**src/hw/rtl/pat_pkg.sv**
```systemverilog
// Package for the pending acknowledgement tracker: table size, command and
// error codes, item, result, scan-carry and write-port types.
// No dependencies.
`default_nettype none

package pat_pkg;

  localparam int SLOTS  = 8;
  localparam int SLOT_W = (SLOTS > 1) ? $clog2(SLOTS) : 1;
  localparam int CNT_W  = 4;

  localparam logic [1:0] CMD_RECORD = 2'd0;
  localparam logic [1:0] CMD_RESULT = 2'd1;
  localparam logic [1:0] CMD_DROP   = 2'd2;

  localparam logic [7:0] ERR_ACK        = 8'd0;
  localparam logic [7:0] ERR_NO_CHANNEL = 8'd6;

  localparam logic [CNT_W-1:0] DROP_MAX = {CNT_W{1'b1}};

  typedef struct packed {
    logic [1:0]  command;
    logic [31:0] node_id;
    logic [31:0] packet_id;
    logic [7:0]  error_reason;
    logic        used_pki;
    logic [31:0] time_ms;
  } item_t;

  typedef struct packed {
    logic       matched;
    logic       acked;
    logic       hint_valid;
    logic       no_pki_hint;
    logic [2:0] slot_used;
    logic       evicted;
    logic [3:0] dropped_count;
  } result_t;

  // Search state handed from cell to cell during a sweep.
  typedef struct packed {
    logic              valid;
    logic              free_found;
    logic [SLOT_W-1:0] free_idx;
    logic [SLOT_W-1:0] oldest_idx;
    logic [31:0]       oldest_time;
    logic              ex_found;
    logic [SLOT_W-1:0] ex_idx;
    logic              ex_pki;
    logic              pk_found;
    logic [SLOT_W-1:0] pk_idx;
    logic              pk_pki;
    logic [CNT_W-1:0]  drop_cnt;
  } carry_t;

  // Commit write broadcast to all cells after the sweep.
  typedef struct packed {
    logic              set;
    logic              clr;
    logic [SLOT_W-1:0] idx;
  } wr_t;

endpackage

`default_nettype wire

```
**src/hw/rtl/pat_cell.sv**
```systemverilog
// One table slot of the pending acknowledgement tracker plus its stage of
// the search sweep. Depends on pat_pkg.
`default_nettype none

module pat_cell
  import pat_pkg::*;
(
  input  wire logic              clk,
  input  wire logic              rst,
  input  wire logic [SLOT_W-1:0] my_idx,
  input  wire item_t             item,
  input  wire wr_t               wr,
  input  wire carry_t            cin,
  output carry_t                 cout
);

  logic        active;
  logic [31:0] packet;
  logic [31:0] node;
  logic [31:0] sent_time;
  logic        pki;

  logic   pkt_hit;
  logic   node_hit;
  logic   drop_hit;
  logic   wr_hit;
  carry_t cout_next;

  assign pkt_hit  = active && (packet == item.packet_id);
  assign node_hit = active && (node == item.node_id);
  assign drop_hit = cin.valid && (item.command == CMD_DROP) && node_hit;
  assign wr_hit   = (wr.idx == my_idx);

  always_comb begin
    cout_next = cin;
    if (!cin.free_found) begin
      if (!active) begin
        cout_next.free_found = 1'b1;
        cout_next.free_idx   = my_idx;
      end else if (sent_time < cin.oldest_time) begin
        cout_next.oldest_idx  = my_idx;
        cout_next.oldest_time = sent_time;
      end
    end
    if (!cin.ex_found && pkt_hit && node_hit) begin
      cout_next.ex_found = 1'b1;
      cout_next.ex_idx   = my_idx;
      cout_next.ex_pki   = pki;
    end
    if (!cin.pk_found && pkt_hit) begin
      cout_next.pk_found = 1'b1;
      cout_next.pk_idx   = my_idx;
      cout_next.pk_pki   = pki;
    end
    if (drop_hit && (cin.drop_cnt != DROP_MAX)) begin
      cout_next.drop_cnt = cin.drop_cnt + 1'b1;
    end
  end

  always_ff @(posedge clk) begin
    if (rst) begin
      active <= 1'b0;
      cout   <= '0;
    end else begin
      cout <= cout_next;
      if (wr.set && wr_hit) begin
        active <= 1'b1;
      end else if ((wr.clr && wr_hit) || drop_hit) begin
        active <= 1'b0;
      end
    end
    if (wr.set && wr_hit) begin
      packet    <= item.packet_id;
      node      <= item.node_id;
      sent_time <= item.time_ms;
      pki       <= item.used_pki;
    end
  end

  // A drop never coincides with a commit write: the commit follows the sweep.
  assert property (@(posedge clk) disable iff (rst) !(drop_hit && (wr.set || wr.clr)))
    else $error("drop clear overlaps commit write");
  assert property (@(posedge clk) disable iff (rst)
    (wr.set && wr_hit) |=> active)
    else $error("record write did not activate slot");
  assert property (@(posedge clk) disable iff (rst)
    drop_hit |=> !active)
    else $error("dropped slot still active");

endmodule

`default_nettype wire

```
**src/hw/rtl/pending_ack_tracker.sv**
```systemverilog
// Pending acknowledgement tracker: a row of SLOTS cells swept one cell a cycle.
// An accepted item passes the launch register, then each cell's carry register in turn, then done.
// A new item is taken only after the previous one has left the sweep and committed; busy holds start off.
// busy is low again in the cycle that carries done; the receiver cannot stall.
// Reset (rst, synchronous) frees every slot and idles the sweep; no clearing pass.
`default_nettype none

module pending_ack_tracker
  import pat_pkg::*;
(
  input  wire logic  clk,
  input  wire logic  rst,
  input  wire logic  start,
  output logic       busy,
  input  wire item_t item,
  output logic       done,
  output result_t    result
);

  item_t   cmd_q;
  logic    launch;
  carry_t  chain [SLOTS+1];
  carry_t  fin;
  wr_t     wr;
  result_t res_next;
  logic [SLOTS:0] vbits;
  logic           accept;

  logic [SLOT_W-1:0] hit_idx;
  logic              hit_pki;
  logic              hit;

  assign accept = start && !busy;

  always_comb begin
    chain[0]             = '0;
    chain[0].valid       = launch;
    chain[0].oldest_time = '1;
  end

  for (genvar i = 0; i < SLOTS; i++) begin : g_cell
    pat_cell u_cell (
      .clk    (clk),
      .rst    (rst),
      .my_idx (SLOT_W'(i)),
      .item   (cmd_q),
      .wr     (wr),
      .cin    (chain[i]),
      .cout   (chain[i+1])
    );
  end

  for (genvar i = 0; i <= SLOTS; i++) begin : g_vbits
    assign vbits[i] = chain[i].valid;
  end

  assign fin = chain[SLOTS];

  always_comb begin
    hit     = 1'b0;
    hit_idx = fin.pk_idx;
    hit_pki = fin.pk_pki;
    if (fin.ex_found) begin
      hit     = 1'b1;
      hit_idx = fin.ex_idx;
      hit_pki = fin.ex_pki;
    end else if (fin.pk_found) begin
      hit = 1'b1;
    end
  end

  always_comb begin
    res_next = '0;
    wr       = '0;
    wr.idx   = fin.free_found ? fin.free_idx : fin.oldest_idx;
    unique case (cmd_q.command)
      CMD_RECORD: begin
        wr.set             = fin.valid;
        res_next.slot_used = 3'(wr.idx);
        res_next.evicted   = !fin.free_found;
      end
      CMD_RESULT: begin
        if (hit) begin
          wr.idx             = hit_idx;
          wr.clr             = fin.valid;
          res_next.matched   = 1'b1;
          res_next.slot_used = 3'(hit_idx);
          if (cmd_q.error_reason == ERR_ACK) begin
            res_next.acked       = 1'b1;
            res_next.hint_valid  = 1'b1;
            res_next.no_pki_hint = !hit_pki;
          end else if (cmd_q.error_reason == ERR_NO_CHANNEL) begin
            res_next.hint_valid  = 1'b1;
            res_next.no_pki_hint = hit_pki;
          end
        end
      end
      CMD_DROP: begin
        res_next.dropped_count = 4'(fin.drop_cnt);
      end
      default: begin
        // unused command code: no change, zero result
      end
    endcase
  end

  always_ff @(posedge clk) begin
    if (rst) begin
      busy   <= 1'b0;
      launch <= 1'b0;
      done   <= 1'b0;
    end else begin
      launch <= accept;
      done   <= fin.valid;
      if (accept) begin
        busy <= 1'b1;
      end else if (fin.valid) begin
        busy <= 1'b0;
      end
    end
  end

  always_ff @(posedge clk) begin
    if (accept) begin
      cmd_q <= item;
    end
    if (fin.valid) begin
      result <= res_next;
    end
  end

  assert property (@(posedge clk) disable iff (rst) $onehot0(vbits))
    else $error("more than one item in the sweep");
  assert property (@(posedge clk) disable iff (rst) (vbits != '0) |-> busy)
    else $error("sweep running while not busy");
  assert property (@(posedge clk) disable iff (rst) done |-> !busy)
    else $error("busy still set at done strobe");
  assert property (@(posedge clk) disable iff (rst)
    (done && result.matched) |-> (cmd_q.command == CMD_RESULT))
    else $error("match reported for a non-result command");
  assert property (@(posedge clk) disable iff (rst)
    (done && result.evicted) |-> (cmd_q.command == CMD_RECORD))
    else $error("eviction reported for a non-record command");

endmodule

`default_nettype wire

```
**config.mk**
```make
export PLATFORM = sky130hd
export DESIGN_NAME = pending_ack_tracker
export DESIGN_NICKNAME = d
export VERILOG_FILES = /design/src/hw/rtl/pat_pkg.sv /design/src/hw/rtl/pat_cell.sv /design/src/hw/rtl/pending_ack_tracker.sv
export SDC_FILE = /design/constraint.sdc
export NUM_CORES = 2
export LEC_CHECK = 0
export ABC_AREA = 1
export CAP_MARGIN = 20
export CORE_MARGIN = 2
export CORE_UTILIZATION = 33
export CTS_BUF_LIST = sky130_fd_sc_hd__clkbuf_2 sky130_fd_sc_hd__clkbuf_4 sky130_fd_sc_hd__clkbuf_8
export CTS_CLUSTER_SIZE = 25
export DETAILED_ROUTE_END_ITERATION = 10
export DONT_BUFFER_PORTS = 1
export GPL_TIMING_DRIVEN = 0
export PLACE_DENSITY = 0.54
export SKIP_LAST_GASP = 1
export SLEW_MARGIN = 20
export SYNTH_ARGS = -nofsm -noshare
export SYNTH_HDL_FRONTEND = slang
export SYNTH_HIERARCHICAL = 1
export SYNTH_SLANG_ARGS = --single-unit
```
**constraint.sdc**
```tcl
create_clock -name clk -period 5.6 [get_ports clk]
set_input_delay 0.56 -clock clk [delete_from_list [all_inputs] [get_ports clk]]
set_output_delay 0.56 -clock clk [all_outputs]
set_load 0.01 [all_outputs]
```
# Word level (Yosys, flattened, before mapping)
# Cells that the tools add are included.
[totals]
output_inout_bits = 14
word_cells = 431
inputBits = 110
register_bits = 1306
[classes]
bitwise = 3
n_reduce_logical = 131
eq_ne = 33
n_mux = 86
add_sub_neg = 7
n_lt_le_gt_ge = 8
[op_table]
columns = ["operator", "count"]
rows = [
  ["$eq 32x32->1", 16],
  ["$mux 35", 14],
  ["$mux 39", 7],
  ["$lt 32x32->1", 7],
  ["$mux 5", 16],
  ["$logic_and 1x1->1", 78],
  ["$mux 4", 17],
  ["$mux 32", 2],
  ["$lt 32x32->1 const B", 1],
  ["$reduce_or 2->1", 15],
  ["$add 4x1->4 const B", 7],
  ["$ne 4x4->1 const B", 7],
  ["$mux 1", 24],
  ["$reduce_bool 2->1", 9],
  ["$logic_not 1->1", 17],
  ["$eq 3x3->1 const B", 4],
  ["$eq 8x3->1 const B", 1],
  ["$logic_not 8->1", 1],
  ["$logic_or 1x1->1", 8],
  ["$mux 7", 1],
  ["$eq 3x2->1 const B", 2],
  ["$mux 3", 2],
  ["$pmux 3 s2", 1],
  ["$mux 2", 2],
  ["7 further kinds", 9],
]

# Longest topological paths before layout
[depth]
ltp_word = 9
mapped_depth = 17
depth_no_buf = 16

# By module
# The synthesis kept the hierarchy.
[modules_own_cells]
columns = ["module", "cells_per_inst", "area_per_inst_um2", "n_inst"]
rows = [
  ["pat_cell at g_cell[0].u_cell ...", 827, 7347.0, 4],
  ["pat_cell at g_cell[6].u_cell ...", 816, 7288.2, 2],
  ["pat_cell at g_cell[1].u_cell", 891, 7622.3, 1],
  ["pat_cell at g_cell[5].u_cell", 883, 7596.0, 1],
  ["pending_ack_tracker", 193, 3981.3, 1],
]

# Worst setup path before layout
# No wires, ideal clock.
[synth_timing]
kind = "input to register"
startpoint = "in start"
endpoint = "reg busy"
t_arrival_ns = 5.643
setup_ns = 0.081
slack_ns = -0.124
path_stages = 4
path_cell_list = "inv_1 > nor2_1 > inv_1 > a21oi_1"
[synth_between]
elab_chain_len = 2
[synth_rtl]
columns = ["item", "line_no", "source"]
rows = [
  ["from (decl)", "pending_ack_tracker.sv:13", "input wire logic start,"],
  ["$logic_and 1x1->1 (*)", "pending_ack_tracker.sv:33", "assign accept = start && !busy;"],
  ["via accept", "pending_ack_tracker.sv:27", "logic accept;"],
  ["$mux 1 / $reduce_bool 2->1 (equally long branches)", "-", ""],
  ["to (signal assigned)", "pending_ack_tracker.sv:109", "busy <= 1'b0;"],
  ["to (signal assigned)", "pending_ack_tracker.sv:116", "busy <= 1'b1;"],
  ["to (signal assigned)", "pending_ack_tracker.sv:118", "busy <= 1'b0;"],
  ["to (decl)", "pending_ack_tracker.sv:14", "output logic busy,"],
]
# The timed path passes the listed nets; every way through them passes the cells marked *.
# A chain may end at the register's enable or synchronous reset.

==> impl_metrics.csv <==
group,metric,value,unit
cts,cts_resized,0,
critical_path,slowest_stage,"edfxtp_1",
critical_path,critPathRequiredTime,6.16,ns
timing,tightest_slew,1.13,ns
timing,rsz0062_at_grt,"false",
synthesis,synth_cells,6709,
layout,fillers,18600,
routing,routed_wl,155000,um
layout,final_nets,7624,
critical_path,r2r_start,"cmd_q[106]",
placed_design,place_area,66200,um2
power,ir_drop,0.196,mV
timing,fmax,0.304,GHz
routing,vias,44000,
die,io_pins,124,
synthesis,syn_area,61800,um2
critical_path,crit_path_start_kind,"flip-flop",
die,die_h,437,um
hold_path,hold_path_end,"cmd_q[82]",
routing,first_iter_violations,2837,
timing,fin_skew,0.0794,ns
routing,viasPerCell,4.43,
power,pwr-share-comb,4.4,%
hold_path,whs_path_depth,1,
cts,cts_sinks,1306,
power,power,20.9,mW
placed_design,dp_hpwl,111000,um
critical_path,cp_slowest_stage_delay,0.65,ns
timing,finalCritPeriodShare,58.7,%
hold_path,min_from,"item[82]",
die,rows,158,
global_route,overflow,0,
timing,final-max-slew-violation-count,0,
layout,regArea,35100,um2
die,die-area,191000,um2
critical_path,crit_chain,"inv_1 -> nand2_1 -> nor2_8 -> o21ai_2 -> xnor2_1 -> nand4_1 -> inv_6 -> buf_16",
cts,post_cts_buffers,0,
timing,setup_viol,0,
timing,slew_headroom,24.5,%
power,switchingPower,4.87,mW
placed_design,port-buffer-count,0,
global_route,grt_pass1_wl,240000,um
critical_path,worstReg2RegEnd,"g_cell[7].u_cell/packet[8]",
layout,multi_input_area,22000,um2
critical_path,crit_fanout,64,
cts,cts_inserted_buffers,219,
cts,htree_levels,4,
global_route,grt_max_degree,66,
run_status,status,"completed",
placed_design,placed_cells,9402,
hold_path,hp-class,"in -> reg",
placed_design,dp_slack,2.30,ns
power,power.density,289,nW/um2
run,maxCapViolations,0,
timing,finalSetupTns,0,ns
power,seqPwrFrac,51.7,%
layout,area_growth,16.9,%
synthesis,syn-mean-instance-area,9.21,um2
global_route,antenna_found_initial,9,
timing,fin_crit,3.29,ns
cts,path_clk_slew,0.06,ns
layout,fin_util,38.9,%
cts,cts_tree,"built",
critical_path,cp-end-kind,"flip-flop",
routing,drc,0,
routing,ant_nets,0,
critical_path,r2r_setup_slack,2.31,ns
global_route,grt_pass1_vias,43300,
critical_path,critPathKind,"reg -> reg",
timing,fin_ws,2.31,ns
placed_design,routabilityCongestion,0.865,
cts,clock_path_buffers,3,
die,fp.coreArea,186000,um2
routing,wire_per_inst,15.6,um
power,p_leak,30.2,nW
layout,stdcell_count,9937,
timing,hold_violations,0,
timing,holdWs,0.221,ns
power,p_int,16.0,mW
layout,drive_gt1_share,9.53,%
critical_path,worst_ep_arrival_time,3.85,ns
power,switching_share,23.3,%
power,power_frac_clock,43.9,%
layout,design_area,72200,um2
die,fp.dieW,437,um
routing,drt_pass1_iterations,7,
synthesis,yosys_warnings,6,
die,initial_core_util,33.3,%
cts,cts_root_buffer,"clkbuf_8",
critical_path,ff2ff_path_depth,8,
global_route,grt_usage,16.1,%
cts,insertion_delay,0.97,ns
cells in the final DEF, fill, tap and decap left out, types with 36 or more instances in the layout:
| cell | n |
|---|---|
| clkinv_2 | 41 |
| conb_1 | 193 |
| ha_1 | 256 |
| dlygate4sd3_1 | 109 |
| a21oi_1 | 457 |
| nor2_1 | 788 |
| nand4_1 | 103 |
| clkinv_1 | 39 |
| dfxtp_1 | 411 |
| buf_2 | 74 |
| inv_1 | 1169 |
| o21ai_0 | 128 |
| or2_2 | 105 |
| edfxtp_1 | 895 |
| nand3_1 | 499 |
| clkbuf_4 | 55 |
| buf_6 | 36 |
| xnor2_1 | 162 |
| clkbuf_8 | 243 |
| xor2_1 | 51 |
| nor3_1 | 89 |
| nand2_1 | 1257 |
power by group through the flow:
stage	clock (mW)	sequential [mW]	combinational, mW
after floorplan	0	10.8	0.607
after global placement	0	11.0	0.748
after detailed placement	0	11.0	0.815
after CTS	9.46	10.8	0.886
after global routing	9.87	10.8	1.05
final	9.17	10.8	0.917
worst max path at each step:
stage          startpoint                     endpoint  cells after the start
6_report       cmd_q[106]   g_cell[7].u_cell/packet[8]                      8
5_1_grt        cmd_q[106]  g_cell[2].u_cell/packet[20]                      8
4_1_cts        cmd_q[106]  g_cell[7].u_cell/packet[30]                      8
3_5_place_dp   cmd_q[106]  g_cell[2].u_cell/packet[14]                      8
3_3_place_gp   cmd_q[106]  g_cell[7].u_cell/packet[18]                      7
2_1_floorplan  cmd_q[106]     g_cell[1].u_cell/node[0]                      9
per-layer routing:
layer  global-route usage (%)  share of wire, %
met5                        0             0.027
met4                     5.65               3.0
met3                     2.64               4.5
met2                     26.4                46
met1                     21.4                47
critical path, delay by kind of cell (launching register included):
kind	cells	cell delay [ns]
buffers and inverters	3	0.79
flip-flops	1	0.65
AO/OA/AOI/OAI	1	0.63
AND/OR/NAND/NOR	3	0.49
XOR/XNOR	1	0.22
flip-flops by register name (all words and copies together), names as in the netlist:
name	flops
busy	1
cmd_q	107
done	1
g_cell.u_cell/active	8
g_cell.u_cell/cout	400
g_cell.u_cell/node	256
g_cell.u_cell/packet	256
g_cell.u_cell/pki	8
g_cell.u_cell/sent_time	256
launch	1
result	12
cell type report:
cell class,count,share of cell area (%)
antenna,10,0.0346
buffer,147,1.32
clock buffer,296,5.16
clock inverter,114,1.53
inverter,1191,6.24
multi-input combinational,4256,30.5
sequential,1306,48.6
tap,2480,4.30
timing repair buffer,137,2.34
repair_timing:
action	4_1_cts	5_1_grt
endpoints found under the hold margin	195	0
hold buffers	109	0
endpoints found under the setup margin	0	0
Note: power is estimated with default switching activity, not from simulation.
